## src/rtl/core/pitae_pkg.sv

```systemverilog
// Shared types and constants of the PID fitness evaluator.
package pitae_pkg;

    // Field widths of the channels and of the configuration port.
    localparam int PROP_W     = 23;
    localparam int INTEG_W    = 22;
    localparam int DERIV_W    = 21;
    localparam int LEVEL_W    = 24;
    localparam int FIT_W      = 40;
    localparam int CFG_IDX_W  = 2;
    localparam int CFG_DATA_W = 24;
    localparam int COST_W     = 40;

    // Configuration register indexes.
    localparam logic [CFG_IDX_W-1:0] CFG_TARGET_LEVEL = 2'd0;
    localparam logic [CFG_IDX_W-1:0] CFG_DRIVE_MIN    = 2'd1;
    localparam logic [CFG_IDX_W-1:0] CFG_DRIVE_MAX    = 2'd2;

    // Reset values of the configuration registers.
    localparam logic signed [LEVEL_W-1:0] TARGET_RESET    = 24'sh010000;
    localparam logic signed [LEVEL_W-1:0] DRIVE_MIN_RESET = 24'sh800000;
    localparam logic signed [LEVEL_W-1:0] DRIVE_MAX_RESET = 24'sh7FFFFF;

    // Plant and controller coefficients.
    localparam int WN_SQ       = 100;
    localparam int DAMP_COEF   = 10;
    localparam int DERIV_SCALE = 100;

    // Controller states.
    typedef enum logic [1:0] {
        ST_IDLE,
        ST_RUN,
        ST_DONE
    } ctrl_state_t;

    // Phases of one simulation step.
    typedef enum logic [2:0] {
        PH_ERR,
        PH_MUL1,
        PH_MUL2,
        PH_DRIVE,
        PH_ACC,
        PH_VPART,
        PH_VEL,
        PH_POS
    } phase_t;

    // Commands from the controller to the datapath.
    typedef struct packed {
        logic   load;
        logic   run;
        phase_t phase;
        logic   publish;
    } dp_cmd_t;

endpackage

```

## src/rtl/core/pitae_ctrl.sv

```systemverilog
// Controller: request handshake, step and phase sequencing, result valid.
module pitae_ctrl #(
    parameter int SIM_STEPS = 200
) (
    input  logic               clk,
    input  logic               rst_n,
    input  logic               in_valid,
    output logic               in_ready,
    output logic               out_valid,
    input  logic               out_ready,
    output pitae_pkg::dp_cmd_t cmd
);
    import pitae_pkg::*;

    localparam int STEP_W = (SIM_STEPS > 1) ? $clog2(SIM_STEPS) : 1;
    localparam logic [STEP_W-1:0] LAST_STEP = STEP_W'(SIM_STEPS - 1);

    ctrl_state_t       state_reg, state_next;
    phase_t            phase_reg, phase_next;
    logic [STEP_W-1:0] step_reg, step_next;
    logic              out_valid_reg, out_valid_next;
    logic              last_phase;
    logic              out_free;

    // Phase order within one step.
    function automatic phase_t phase_after(input phase_t p);
        phase_t n;
        unique case (p)
            PH_ERR:   n = PH_MUL1;
            PH_MUL1:  n = PH_MUL2;
            PH_MUL2:  n = PH_DRIVE;
            PH_DRIVE: n = PH_ACC;
            PH_ACC:   n = PH_VPART;
            PH_VPART: n = PH_VEL;
            PH_VEL:   n = PH_POS;
            PH_POS:   n = PH_ERR;
            default:  n = PH_ERR;
        endcase
        return n;
    endfunction

    assign last_phase = (phase_reg == PH_POS) && (step_reg == LAST_STEP);
    assign out_free   = !out_valid_reg || out_ready;

    // Next state.
    always_comb
    begin
        state_next = state_reg;
        unique case (state_reg)
            ST_IDLE:
            begin
                if (in_valid)
                begin
                    state_next = ST_RUN;
                end
            end
            ST_RUN:
            begin
                if (last_phase)
                begin
                    state_next = ST_DONE;
                end
            end
            ST_DONE:
            begin
                if (out_free)
                begin
                    state_next = ST_IDLE;
                end
            end
            default:
            begin
                state_next = ST_IDLE;
            end
        endcase
    end

    // Outputs and datapath commands.
    always_comb
    begin
        in_ready    = (state_reg == ST_IDLE);
        cmd.load    = (state_reg == ST_IDLE) && in_valid;
        cmd.run     = (state_reg == ST_RUN);
        cmd.phase   = phase_reg;
        cmd.publish = (state_reg == ST_DONE) && out_free;
        out_valid   = out_valid_reg;
    end

    // Step and phase counters, result valid flag.
    always_comb
    begin
        phase_next = phase_reg;
        step_next  = step_reg;
        if (cmd.load)
        begin
            phase_next = PH_ERR;
            step_next  = '0;
        end
        else if (cmd.run)
        begin
            phase_next = phase_after(phase_reg);
            if (phase_reg == PH_POS)
            begin
                step_next = step_reg + STEP_W'(1);
            end
        end

        if (cmd.publish)
        begin
            out_valid_next = 1'b1;
        end
        else if (out_ready)
        begin
            out_valid_next = 1'b0;
        end
        else
        begin
            out_valid_next = out_valid_reg;
        end
    end

    // Control registers.
    always_ff @(posedge clk or negedge rst_n)
    begin
        if (!rst_n)
        begin
            state_reg     <= ST_IDLE;
            phase_reg     <= PH_ERR;
            step_reg      <= '0;
            out_valid_reg <= 1'b0;
        end
        else
        begin
            state_reg     <= state_next;
            phase_reg     <= phase_next;
            step_reg      <= step_next;
            out_valid_reg <= out_valid_next;
        end
    end

endmodule

```

## config.mk

```make
export PLATFORM = sky130hd
export DESIGN_NAME = pitae_ctrl
export DESIGN_NICKNAME = d
export VERILOG_FILES = /design/src/rtl/core/pitae_pkg.sv /design/src/rtl/core/pitae_ctrl.sv
export SDC_FILE = /design/constraint.sdc
export NUM_CORES = 1
export LEC_CHECK = 0
export BUFFER_PORTS_ARGS = -buffer_cell sky130_fd_sc_hd__buf_2
export CORE_MARGIN = 2
export CORE_UTILIZATION = 40
export DETAILED_ROUTE_END_ITERATION = 10
export PLACE_DENSITY = 0.57
export SLEW_MARGIN = 10
export SYNTH_ARGS = -nofsm -noshare
export SYNTH_HDL_FRONTEND = slang
export SYNTH_SLANG_ARGS = --single-unit
export TNS_END_PERCENT = 1
```

## constraint.sdc

```tcl
create_clock -name clk -period 1.9 [get_ports clk]
set_clock_uncertainty 0.2 [all_clocks]
set_input_delay 0.19 -clock clk [delete_from_list [all_inputs] [get_ports clk]]
set_output_delay 0.19 -clock clk [all_outputs]
set_load 0.05 [all_outputs]
```

---- Yosys cells after proc, flatten, opt, wreduce, memory -nomap -nowiden ----
Memories as Yosys holds them, arrays and structs flattened.
Index checks and enable logic that the tools add are counted.
operators by class
  mux-type cells .......................... 11
  div/mod/pow operators ................... 0
  equality and inequality tests ........... 7
  add/sub/neg operators ................... 1
  bitwise gates (word level) .............. 0
  shift-type cells ........................ 0
  multiply operators ...................... 0
  order comparisons ....................... 0
  reduce and logical (&&, ||, !) cells .... 11
operator list
  kind                   number
  $mux W8                3
  $add A8 B1 Y8 const B  1
  $eq A8 B8 Y1 const B   1
  $mux W2                3
  $mux W3                2
  $pmux W2 S3            1
  $reduce_bool A2 Y1     3
  $ne A2 B2 Y1 const B   2
  $eq A3 B3 Y1 const B   1
  $logic_and A1 B1 Y1    3
  $reduce_and A3 Y1      1
  $eq A2 B1 Y1 const B   1
  $eq A2 B2 Y1 const B   1
  $logic_not A2 Y1       1
  $mux W1                2
  $ne A2 B1 Y1 const B   1
  $reduce_and A2 Y1      1
  $logic_not A1 Y1       1
  $logic_or A1 B1 Y1     1
storage, ports and cells
  bits in latches ......................... 0
  logic and storage cells ................. 35
  memory bits (read-only) ................. 24
  memories kept ........................... 1
  register bits ........................... 14
  bits in writable memories ............... 0
  output and inout port bits .............. 8
memory list
  name              words  width  read ports  clocked after Yosys merged registers in  write ports  RTL line          RTL
  (name not given)  8      3      1           0                                        0            pitae_ctrl.sv:28  unique case (p)

---- Logic depth before layout (Yosys ltp) ----
  depth after elaboration ................. 4
  depth in mapped cells ................... 5
  gate-level depth less buffers ........... 5

---- Worst setup path after synthesis ----
Ideal clock, no wire load.
  path type ............................... reg2reg
  start point ............................. register phase_reg[1]
  end point ............................... register state_reg[0]
  slack ................................... -0.160 ns
  arrival ................................. 1.742 ns
  path buffers ............................ 0
  clock period less this slack ............ 2.060 ns
  cell stages (with the launch flop) ...... 5
  path through ............................ dfrtp_1 ha_1 nand4_1 or4_1 a21o_1
on the way
  cells in the longest elaborated chain, start to end .. 4
RTL lines
  element                             RTL line           RTL
  from (decl)                         pitae_ctrl.sv:19   phase_t phase_reg, phase_next;
  from (signal assigned)              pitae_ctrl.sv:135  phase_reg <= phase_next;
  $eq A3 B3 Y1                        pitae_ctrl.sv:42   assign last_phase = (phase_reg == PH_POS) && (step_reg == LAST_STEP);
  $logic_and A1 B1 Y1                 pitae_ctrl.sv:42
  $ne A2 B1 Y1 (no source line)       -
  $reduce_and A3 Y1 (no source line)  -
  to (signal assigned)                pitae_ctrl.sv:134  state_reg <= state_next;
  to (decl)                           pitae_ctrl.sv:18   ctrl_state_t state_reg, state_next;
Every way passes these cells.
A chain may end at the register's enable or synchronous reset.

==> out/qor.yml <==
slew_headroom_pct: 78.02
cts_setup_buffers: 0
drc: 0
path_clk_slew_ps: 90
crit_arrival_ps: 1460
syn_area_um2: 783.3
via_count: 665
dr.first_iter.drc_count: 16
irDropWorstVdd_v: 0.0006834
p_per_area_nw_per_um2: 1201
htreeDepth: 1
initial_core_util_pct: 41.18
grt_max_degree: 15
antenna_cells: 0
num_rows: 16
yosysMostFrequentCell: "dfrtp_1"
finalHoldViolations: 0
synth_top_area_share_pct: 44.73
worstSkewPairLatency_ps: 290
drive_above_1_share_pct: 27.84
synth_area_leader_cell: "dfrtp_1"
cts_tree: "done"
core-area_um2: 1902
wl_per_cell_um: 13.02
tightest_slew_ps: 329.7
wirelength_um: 1614
utilization_pct: 49.54
nNetsFinal: 107
hpwl_um: 1155
timing.final.max_slew_violations: 0
cts_sinks: 14
antenna_left: 0
crit_slowest_cell: "dfrtp_1"
dieArea_um2: 2328
die_w_um: 48.25
rsz0062_at_grt: "no"
syn_to_final_growth_pct: 20.29
ys_seq_area_share_pct: 44.73
grt_pass1_wl_um: 2649
die_h_um: 48.25
final.setup.tns_ps: 0
largest_reg_flops: 8
multi_input_area_um2: 385.4
min_period_ps: 1847
syn_area_per_cell_um2: 9.791
grt_pass1_vias: 586
critPathRequiredTime_ps: 1510
clock_path_buffers: 2
leakagePower_uw: 0.0004546
crit_type: "flip-flop to primary output"
setup-violations-final: 0
cts_buffers: 3
critPathMaxFanout: 5
synthTopCellsByArea: "dfrtp_1, ha_1, o21ai_0, nand3_1, nand2b_1"
critPathMaxStageDelay_ps: 470
fin_crit_sh_pct: 97.22
grt_overflow: 0
vias_per_cell: 5.363
cts_root_buf: "clkbuf_4"
syn_inst: 80
ys_warn_count: 0
endpoint_kind: "primary output"
cap_violations: 0
io_pins: 12
critPathLaunchType: "flip-flop"
register_area_um2: 352.8
antenna_found_initial: 0
worstPathCellList: "or3b_4 -> inv_2 -> buf_4"
track_usage_pct: 16.64
synth_edf_count: 0
synth_fp_nets: 89
synth_ff_type: "dfrtp_1"
io_buffers: 11
synthTopCellsByCount: "dfrtp_1, o21ai_0, inv_1, nand3_1"
status: "finished clean"
place_congestion: 0.7989
fillers: 182
max_clock_freq_mhz: 541.4
holdCritPathClass: "input pin to asynchronous set/reset pin"
synth-seq-cells: 14
async_reset_ff_share_pct: 100.0
yosysUniqueCellTypes: 29
drt-pass1-iter-count: 4
-- what timing repair did --
| item | in CTS | in global routing |
|---|---|---|
| hold buffers | 2 | 0 |
| gates resized for setup | 2 | 0 |
| setup endpoints to repair | 1 | 0 |
| hold endpoints to repair | 15 | 0 |
-- path summary, 6_finish.rpt --
check                             startpoint           end  slack, ps  cells after the start
worst max-delay path            state_reg[0]        cmd[5]         50                      3
worst min-delay path                   rst_n  phase_reg[2]        120                      2
worst max register to register  phase_reg[1]   step_reg[6]        140                      4
worst min register to register   step_reg[5]   step_reg[5]        330                      1
max in group asynchronous              rst_n  phase_reg[1]       1100                      2
min in group clk                    in_valid   step_reg[0]        230                      4
-- cell usage in the layout (no fill, tap or decap), types with 2 or more instances in the layout --
cell type,instances
nand2b_1,4
dfrtp_2,2
inv_1,6
dlygate4sd3_1,2
clkbuf_4,3
nand3b_1,2
buf_4,5
o31ai_1,2
nand2_1,5
dfrtp_1,12
or3_1,3
a21oi_1,4
buf_2,10
ha_1,5
nand4_1,2
nand3_1,6
o21ai_0,8
-- report_power, final --
group	total (uW)	switching (uW)	internal (uW)	leakage (uW)
Sequential	463	91.9	371	0.000180
Clock	219	102	117	0.0000210
Combinational	450	297	154	0.000254
Total	1130	490	641	0.000455
-- logic make-up (layout without fill, tap and decap cells) --
group	after synthesis	count (layout)	synth area share, %
simple gates	30	30	24.92
compound gates	19	19	14.70
flops	14	14	44.73
buf+inv	11	28	6.387
fa+ha+maj	5	5	7.987
mux	1	1	1.278
-- critical path: cells and delay by family (launching register included) --
kind / cells / cell delay [ps]
DFF: 1 / 470
buffers and inverters: 2 / 260
and+or+nand+nor: 1 / 450
-- routing by layer --
| layer | wire length [um] | global-route usage [%] |
|---|---|---|
| met1 | 688 | 21.84 |
| met2 | 798 | 26.32 |
| met3 | 91 | 4.444 |
| met4 | 36 | 5.946 |
| met5 | 0 | 0 |
-- metrics by stage --
stage | cell area [um2] | power (uW) | hold WS (ps) | std cells | setup WS (ps)
detailed placement | 880.8 | 916.0 | -88.90 | 118 | 140.4
floorplan | 785.8 | 801.6 | -305.6 | 80 | 10.49
CTS | 942.2 | 1143 | 132.5 | 124 | 46.42
global route | 942.2 | 1237 | 163.6 | 124 | 0.9783
finish | 942.2 | 1132 | 122.0 | 124 | 52.77
global placement | 880.8 | 910.2 | -92.20 | 118 | 177.9
-- cell type report --
type | instances | area share (%)
Clock buffer | 4 | 3.851
Inverter | 7 | 2.789
Multi-Input combinational cell | 55 | 40.90
Sequential cell | 14 | 37.45
Tap cell | 27 | 3.586
Timing Repair Buffer | 17 | 11.42
No activity file was read; power rests on OpenSTA's default activity.
